**src/rtl/rle_sprite_line_decoder_unit_macros.svh**
```systemverilog
// Assertion macros used by the sprite line decoder RTL.
`ifndef RLE_SPRITE_LINE_DECODER_UNIT_MACROS_SVH
`define RLE_SPRITE_LINE_DECODER_UNIT_MACROS_SVH

// Check a property on every rising clock edge outside reset.
`define RSLD_ASSERT(label, prop, msg) \
    label: assert property (@(posedge i_clk) disable iff (!i_rst_n) (prop)) else $error(msg);

// Check that a condition implies a consequence in the same cycle.
`define RSLD_ASSERT_IMPL(label, ante, cons, msg) \
    label: assert property (@(posedge i_clk) disable iff (!i_rst_n) (ante) |-> (cons)) \
        else $error(msg);

`endif

```
**src/rtl/rsld_pkg.sv**
```systemverilog
// Types, constants and field widths for the sprite line decoder.
package rsld_pkg;

    localparam int LINE_WIDTH = 1024;
    localparam int XW         = $clog2(LINE_WIDTH);
    localparam int REM_W      = XW + 1;

    localparam int WORD_W     = 16;
    localparam int CURSOR_W   = 16;
    localparam int LEN_W      = 7;
    localparam int XPOS_W     = 10;
    localparam int KIND_W     = 2;

    localparam int HDR_FILL_LSB = 9;
    localparam int HDR_SKIP_BIT = 8;
    localparam int HDR_EOL_BIT  = 7;

    localparam int TDATA_OUT_W  = 40;
    localparam int TDATA_OUT_PAD = TDATA_OUT_W - (XPOS_W + LEN_W + WORD_W);

    typedef enum logic [KIND_W-1:0] {
        KIND_NONE  = 2'd0,
        KIND_FILL  = 2'd1,
        KIND_PIXEL = 2'd2
    } t_kind;

    typedef enum logic [2:0] {
        PH_HEADER = 3'b001,
        PH_COLOUR = 3'b010,
        PH_PIXEL  = 3'b100
    } t_phase;

    typedef struct packed {
        t_phase              phase;
        logic [CURSOR_W-1:0] cursor;
        logic [LEN_W-1:0]    pending;
        logic [LEN_W-1:0]    copy_left;
        logic                eol;
    } t_state;

    typedef struct packed {
        t_kind             kind;
        logic [XPOS_W-1:0] x_pos;
        logic [LEN_W-1:0]  run_length;
        logic [WORD_W-1:0] colour;
        logic              line_done;
    } t_result;

endpackage

```
**src/rtl/rle_sprite_line_decoder_unit.sv**
```systemverilog
// Top level of the run-length sprite line decoder: input, state and result registers.
// A word is held in the input register, decoded, and presented from the result register.
// Throughput: one word per cycle unless stalled; the only loop is the parser state register.
// Each request yields exactly one result; with both registers full, slave ready follows master ready.
// Reset (synchronous, active low) clears valids, counts, cursor and start_x; a header is expected.
// The start position register is written at any time and used at the next cursor reload.
`include "rle_sprite_line_decoder_unit_macros.svh"

module rle_sprite_line_decoder_unit (
    input  logic        i_clk,
    input  logic        i_rst_n,
    // Configuration write channel.
    input  logic        i_cfg_valid,
    output logic        o_cfg_ready,
    input  logic [15:0] i_cfg_data,     // start_x (signed)
    // Slave stream side.
    input  logic        i_s_tvalid,
    output logic        o_s_tready,
    input  logic [15:0] i_s_tdata,      // [15:0] stream_word
    input  logic [0:0]  i_s_tuser,      // [0] restart_line
    // Master stream side.
    output logic        o_m_tvalid,
    input  logic        i_m_tready,
    output logic [39:0] o_m_tdata,      // [9:0] x_pos, [16:10] run_length, [32:17] pixel_colour
    output logic [1:0]  o_m_tuser,      // [1:0] draw_kind
    output logic        o_m_tlast       // line_done
);

    logic [rsld_pkg::CURSOR_W-1:0] r_start_x;
    logic                          r_in_valid;
    logic [rsld_pkg::WORD_W-1:0]   r_in_word;
    logic                          r_in_restart;
    rsld_pkg::t_state              r_state;
    rsld_pkg::t_state              n_state;
    logic                          r_out_valid;
    rsld_pkg::t_result             r_out;
    rsld_pkg::t_result             n_out;
    logic [rsld_pkg::CURSOR_W-1:0] line_start;
    logic                          advance;

    assign o_cfg_ready = 1'b1;
    assign line_start  = r_start_x[rsld_pkg::CURSOR_W-1] ? '0 : r_start_x;
    assign advance     = r_in_valid && (!r_out_valid || i_m_tready);
    assign o_s_tready  = !r_in_valid || advance;

    rsld_step u_step (
        .i_state      (r_state),
        .i_word       (r_in_word),
        .i_restart    (r_in_restart),
        .i_line_start (line_start),
        .o_state      (n_state),
        .o_result     (n_out)
    );

    always_ff @(posedge i_clk) begin
        if (!i_rst_n) begin
            r_start_x <= '0;
        end else if (i_cfg_valid && o_cfg_ready) begin
            r_start_x <= i_cfg_data;
        end
    end

    always_ff @(posedge i_clk) begin
        if (!i_rst_n) begin
            r_in_valid <= 1'b0;
        end else if (o_s_tready) begin
            r_in_valid <= i_s_tvalid;
        end
    end

    always_ff @(posedge i_clk) begin
        if (i_s_tvalid && o_s_tready) begin
            r_in_word    <= i_s_tdata;
            r_in_restart <= i_s_tuser[0];
        end
    end

    always_ff @(posedge i_clk) begin
        if (!i_rst_n) begin
            r_state.phase     <= rsld_pkg::PH_HEADER;
            r_state.cursor    <= '0;
            r_state.pending   <= '0;
            r_state.copy_left <= '0;
            r_state.eol       <= 1'b0;
        end else if (advance) begin
            r_state <= n_state;
        end
    end

    always_ff @(posedge i_clk) begin
        if (!i_rst_n) begin
            r_out_valid <= 1'b0;
        end else if (advance) begin
            r_out_valid <= 1'b1;
        end else if (i_m_tready) begin
            r_out_valid <= 1'b0;
        end
    end

    always_ff @(posedge i_clk) begin
        if (advance) begin
            r_out <= n_out;
        end
    end

    assign o_m_tvalid = r_out_valid;
    assign o_m_tuser  = r_out.kind;
    assign o_m_tlast  = r_out.line_done;
    assign o_m_tdata  = {{rsld_pkg::TDATA_OUT_PAD{1'b0}}, r_out.colour,
                         r_out.run_length, r_out.x_pos};

    `RSLD_ASSERT_IMPL(a_none_is_empty,
        r_out_valid && r_out.kind == rsld_pkg::KIND_NONE,
        r_out.run_length == '0 && r_out.x_pos == '0 && r_out.colour == '0,
        "empty result carries nonzero payload")
    `RSLD_ASSERT_IMPL(a_draw_in_line,
        r_out_valid && r_out.kind != rsld_pkg::KIND_NONE,
        r_out.run_length != '0 &&
        ({1'b0, r_out.x_pos} + 11'(r_out.run_length)) <= 11'(rsld_pkg::LINE_WIDTH),
        "draw result is empty or runs past the line")
    `RSLD_ASSERT_IMPL(a_header_clean,
        r_state.phase == rsld_pkg::PH_HEADER,
        r_state.copy_left == '0 && r_state.pending == '0 && !r_state.eol,
        "record state left over while waiting for a header")
    `RSLD_ASSERT_IMPL(a_pixel_has_count,
        r_state.phase == rsld_pkg::PH_PIXEL,
        r_state.copy_left != '0,
        "pixel phase with no pixels left")

endmodule

```
**src/rtl/rsld_step.sv**
```systemverilog
// Combinational decode of one stream word: next parser state and draw result.
module rsld_step (
    input  rsld_pkg::t_state                  i_state,
    input  logic [rsld_pkg::WORD_W-1:0]       i_word,
    input  logic                              i_restart,
    input  logic [rsld_pkg::CURSOR_W-1:0]     i_line_start,
    output rsld_pkg::t_state                  o_state,
    output rsld_pkg::t_result                 o_result
);

    rsld_pkg::t_phase                  ph;
    logic [rsld_pkg::CURSOR_W-1:0]     cur;
    logic [rsld_pkg::LEN_W-1:0]        adv_n;
    logic [rsld_pkg::CURSOR_W:0]       adv_sum;
    logic [rsld_pkg::CURSOR_W-1:0]     cur_adv;
    rsld_pkg::t_kind                   emit_kind;
    logic [rsld_pkg::LEN_W-1:0]        emit_len;
    logic                              finish;
    logic [rsld_pkg::LEN_W-1:0]        copy_next;
    logic [rsld_pkg::LEN_W-1:0]        pend_next;
    logic                              eol_next;
    rsld_pkg::t_phase                  ph_next;
    logic [rsld_pkg::REM_W-1:0]        remaining;
    logic                              in_line;

    always_comb begin
        cur = i_restart ? i_line_start : i_state.cursor;
        ph  = i_restart ? rsld_pkg::PH_HEADER : i_state.phase;

        emit_kind = rsld_pkg::KIND_NONE;
        emit_len  = '0;
        adv_n     = '0;
        finish    = 1'b0;
        copy_next = i_state.copy_left;
        pend_next = i_state.pending;
        eol_next  = i_state.eol;
        ph_next   = ph;

        unique case (ph)
            rsld_pkg::PH_COLOUR: begin
                emit_kind = rsld_pkg::KIND_FILL;
                emit_len  = i_state.pending;
                adv_n     = i_state.pending;
                pend_next = '0;
                if (i_state.copy_left != '0) begin
                    ph_next = rsld_pkg::PH_PIXEL;
                end else begin
                    finish = 1'b1;
                end
            end
            rsld_pkg::PH_PIXEL: begin
                emit_kind = rsld_pkg::KIND_PIXEL;
                emit_len  = rsld_pkg::LEN_W'(1);
                adv_n     = rsld_pkg::LEN_W'(1);
                copy_next = i_state.copy_left - rsld_pkg::LEN_W'(1);
                if (copy_next == '0) begin
                    finish = 1'b1;
                end
            end
            default: begin
                // Header word: fill length, skip, end-of-line flag, copy count.
                eol_next  = i_word[rsld_pkg::HDR_EOL_BIT];
                copy_next = i_word[rsld_pkg::LEN_W-1:0];
                if (!i_word[rsld_pkg::HDR_SKIP_BIT]) begin
                    pend_next = i_word[rsld_pkg::HDR_FILL_LSB +: rsld_pkg::LEN_W];
                    ph_next   = rsld_pkg::PH_COLOUR;
                end else begin
                    pend_next = '0;
                    adv_n     = i_word[rsld_pkg::HDR_FILL_LSB +: rsld_pkg::LEN_W];
                    if (copy_next != '0) begin
                        ph_next = rsld_pkg::PH_PIXEL;
                    end else begin
                        finish = 1'b1;
                    end
                end
            end
        endcase

        // Cursor saturates at the top of its range.
        adv_sum = {1'b0, cur} + (rsld_pkg::CURSOR_W + 1)'(adv_n);
        cur_adv = adv_sum[rsld_pkg::CURSOR_W] ? '1 : adv_sum[rsld_pkg::CURSOR_W-1:0];

        o_result.line_done = finish & eol_next;

        o_state.cursor    = cur_adv;
        o_state.phase     = ph_next;
        o_state.copy_left = copy_next;
        o_state.pending   = pend_next;
        o_state.eol       = eol_next;
        if (finish) begin
            o_state.phase     = rsld_pkg::PH_HEADER;
            o_state.copy_left = '0;
            o_state.pending   = '0;
            o_state.eol       = 1'b0;
            if (eol_next) begin
                o_state.cursor = i_line_start;
            end
        end

        // Clip the draw against the right edge of the line.
        in_line   = cur < rsld_pkg::CURSOR_W'(rsld_pkg::LINE_WIDTH);
        remaining = rsld_pkg::REM_W'(rsld_pkg::LINE_WIDTH)
                  - rsld_pkg::REM_W'(cur[rsld_pkg::XW-1:0]);

        if (emit_kind != rsld_pkg::KIND_NONE && emit_len != '0 && in_line) begin
            o_result.kind       = emit_kind;
            o_result.x_pos      = rsld_pkg::XPOS_W'(cur[rsld_pkg::XW-1:0]);
            o_result.run_length = (rsld_pkg::REM_W'(emit_len) > remaining)
                                ? remaining[rsld_pkg::LEN_W-1:0] : emit_len;
            o_result.colour     = i_word;
        end else begin
            o_result.kind       = rsld_pkg::KIND_NONE;
            o_result.x_pos      = '0;
            o_result.run_length = '0;
            o_result.colour     = '0;
        end
    end

endmodule
```
**config.mk**
```make
export PLATFORM = sky130hd
export DESIGN_NAME = rle_sprite_line_decoder_unit
export DESIGN_NICKNAME = d
export VERILOG_FILES = /design/src/rtl/rsld_pkg.sv /design/src/rtl/rle_sprite_line_decoder_unit.sv /design/src/rtl/rsld_step.sv
export VERILOG_INCLUDE_DIRS = /design/src /design/src/rtl
export SDC_FILE = /design/constraint.sdc
export NUM_CORES = 1
export LEC_CHECK = 0
export ABC_AREA = 1
export BUFFER_PORTS_ARGS = -buffer_cell sky130_fd_sc_hd__buf_2
export CAP_MARGIN = 15
export CORE_UTILIZATION = 50
export CTS_CLUSTER_DIAMETER = 40
export DETAILED_ROUTE_END_ITERATION = 8
export GPL_TIMING_DRIVEN = 0
export PLACE_DENSITY = 0.71
export SLEW_MARGIN = 10
export SYNTH_ARGS = -nofsm -noshare
export SYNTH_HDL_FRONTEND = slang
export SYNTH_SLANG_ARGS = --single-unit
```
**constraint.sdc**
```tcl
create_clock -name i_clk -period 5.1 [get_ports i_clk]
set_input_delay 0.255 -clock i_clk [delete_from_list [all_inputs] [get_ports i_clk]]
set_output_delay 0.255 -clock i_clk [all_outputs]
set_load 0.01 [all_outputs]
```
==> metrics.md <==
| Metric | Value |
|---|---|
| Yosys cell types | 42 |
| Ys async rst share | 0% |
| Num Clock Sinks | between 100 and 150 |
| CTS tree | yes |
| H-tree depth | 3 |
| Die area | around 12,000 sq um |
| Final slew viol count | 0 |
| DIE WIDTH | 110 um |
| Die H | 110 um |
| Num rows | 39 |
| Max Freq | 287 MHz |
| Number of detailed-route iterations in the first pass | 5 |
| Cell area after layout | about 6700 sq um |
| Post-Syn Area per Cell | approximately 7.8 sq um |
| Hold Worst Slack | around 0.08 ns |
| Max-slew headroom | 32.7% |
| Sw power | 0.000548 W |
| Clk root buf | clkbuf_16 |
| Area of the multi-input gates | ~2700 sq um |
| Post-synth EDFFs | between 50 and 60 |
| Post-route DRC | 0 |
| Clk_lat worst skew | ~0.35 ns |
| Crit-path slowest cell | edfxtp_1 |
| RSZ-0062 raised after global routing | no |
| Vias | about 5,000 |
| Flop pwr share | between 40% and 50% |
| Least-Margin Pin Slew | 1.01 ns |
| Post-layout min period | between 3 and 4 ns |
| CTS max path bufs | 2 |
| Antenna viol nets, final | 0 |
| Avg Vias per Cell | approximately 5.1 |
| Yosys top cell by area | edfxtp_1 |
| Clock power frac | about a third |
| Worst VDD drop | 0.182 mV |
| Arr. time, crit path | about 3.6 ns |
| Synth Cell Area | between 5000 and 6000 sq um |
| Post-synth top cells | nand2_1 (185), nor2_1 (97), inv_1 (86) |
| P&R area growth vs syn | 14.8% |
| Nets | between 900 and 1,000 |
| Clk slew on worst S/H paths | approximately 0.080 ns |
| Gr usage total | a little under a quarter |
| Final Hold Viols | 0 |
| Fin util | about three fifths |
| First DRT Iteration DRCs | ~360 |
| Buf/Inv on CP | 7 |
| Inserted Diodes | 0 |
| Post-CTS Setup Inserts | 0 |
| Synth top area share | 27.2% |
| Initial Utilization | 51.3% |
| Grt total ovfl | 0 |
| Cell family with most CP delay | buffers and inverters |
| Total Power | about 0.0019 W |
| Leakage | about 3.1 nW |
| Avg WL per Cell | ~14 um |
| Core area | 11,400 sq um |
| Placed Area | roughly 6400 sq um |
| Ys Warns | 0 |
| FF/Latch Area | about 2600 sq um |
| Internal | roughly 0.0014 W |
| Post-route clock period utilization | about 68% |
| Crit-path cells | buf_6, inv_8, buf_6, nand2_1, o21ai_1, inv_1, ha_1, nand2_1, nor2_1, xor2_1, inv_1, ha_1, nand2_1, inv_1, a21boi_0, o21ai_0, nand2_1, nor2_1, nand2_2, buf_6, a21oi_1, nor2_1 |
| Total Neg Setup Slack | 0 ns |
| Hold Path Class | in2reg |
| Hold_buf cts | 0 |
| Vias in the first global route | between 4,000 and 5,000 |
| Top cell by count, worst path | nand2_1 |
| Top cells by area, synth | edfxtp_1 (27%), dfxtp_1 (18%), nand2_1 (12%) |
| First-pass GRT wire length | ~22,000 um |
| CP Class | reg2reg |
| Routability congestion estimate | 0.888 |
| Total of max-cap violations | 0 |
| Hpwl dp | between 10,000 and 15,000 um |
| Primary FF master, synth | edfxtp_1 |
| Switch share | ~28% |
| Endpoint class of the critical path | register |
| Crit start category | register |
| Final wirelength | between 10,000 and 15,000 um |
| PwrDens | about 290 nW/um^2 |
| Post-synthesis register bit count | about 110 |
| Data required, critical path | ~5.2 ns |
| Worst-path maximum fanout | 10 |
| IO Port Bufs | 75 |
| Fillers | roughly 1,000 |
| Initial antenna violation count | 0 |
| Syn Inst Count | between 700 and 800 |
| I/O pins | 84 |
| Most numerous cell in the Yosys netlist | nand2_1 |
| Largest net degree at the start of global routing | 46 |
| Layout cells sized above 1 | between 10% and 20% |
| Outcome | finished clean |
| Comb pwr share | between 10% and 20% |
| Skew final | roughly 0.011 ns |
| CTS buffer count | 9 |
| Sequential fraction of the synthesis area | ~45% |
| Critical Path Max Stage Delay | 0.39 ns |
| # setup viols final | 0 |
| Cts repair resizes | 0 |
metrics by stage:
stage,instances,worst slack [ns]
final,995,1.61
after global routing,995,1.21
after CTS,995,1.63
after detailed placement,979,1.65
after global placement,979,1.68
after floorplan,761,2.20
final timing paths:
path | from | end | slack, ns | cells after the start
worst max-delay path | r_in_restart | o_m_tdata[16] | 1.61 | 22
worst min-delay path | i_s_tdata[10] | r_in_word[10] | 0.08 | 1
worst max register to register | r_in_restart | o_m_tdata[16] | 1.61 | 22
worst min register to register | r_state[26] | r_state[26] | 0.46 | 2
layer usage:
layer  vias to the layer above  GRT usage [%]  wire length, um
li1                       2595              -                -
met2                       149           39.1             6430
met4                         0           8.46              303
met1                      2354           31.5             6180
met5                         -              0                0
met3                        22           4.47              747
cell families after synthesis:
kind of cell             after synthesis  synth area share [%]
other                                  2                 0.128
buffers and inverters                126                  10.1
AO/OA/AOI/OAI                        100                  9.29
adder cells (fa/ha/maj)               18                  3.97
XOR/XNOR                              14                  2.09
AND/OR/NAND/NOR                      390                  29.5
flip-flops                           105                  44.9
final cells by class:
cell class                 instances  share of cell area, %
buffer                            29                   3.22
clock buffer                      10                   3.40
clock inverter                     6                  0.893
inverter                          97                   5.60
multi-input combinational        530                   39.5
sequential                       105                   39.1
tap                              143                   2.66
timing repair buffer              75                   5.58
power groups by stage:
stage               Clock [W]  Sequential [W]  Combinational, W
global route         0.000717        0.000960          0.000339
detailed placement          0        0.000974          0.000296
floorplan                   0        0.000975          0.000204
finish               0.000672        0.000955          0.000300
global placement            0        0.000972          0.000289
CTS                  0.000683        0.000954          0.000299
registers in the layout, summed over array words and instances (netlist names):
register,count
r_in_valid,1
o_m_tlast,1
r_in_restart,1
o_m_tdata,33
r_start_x,16
r_state,34
r_in_word,16
o_m_tuser,2
o_m_tvalid,1
layout by cell type (no fill, tap or decap), types with 3 or more instances in the layout:
master       n
nand2_1    185
nor2_1      97
inv_1       86
buf_2       77
nand3_1     62
edfxtp_1    53
dfxtp_1     52
a21oi_1     44
o21ai_0     32
ha_1        17
nor2_2      16
buf_4       10
xor2_1      10
buf_6        9
clkbuf_1     9
clkbuf_16    9
nand2_2      8
conb_1       8
o21ai_1      7
o211ai_1     5
clkinv_1     4
o31ai_1      4
inv_2        4
xnor2_1      4
a31oi_1      3
nor3_1       3
nand3b_1     3
Note: power is estimated with default switching activity, not from simulation.
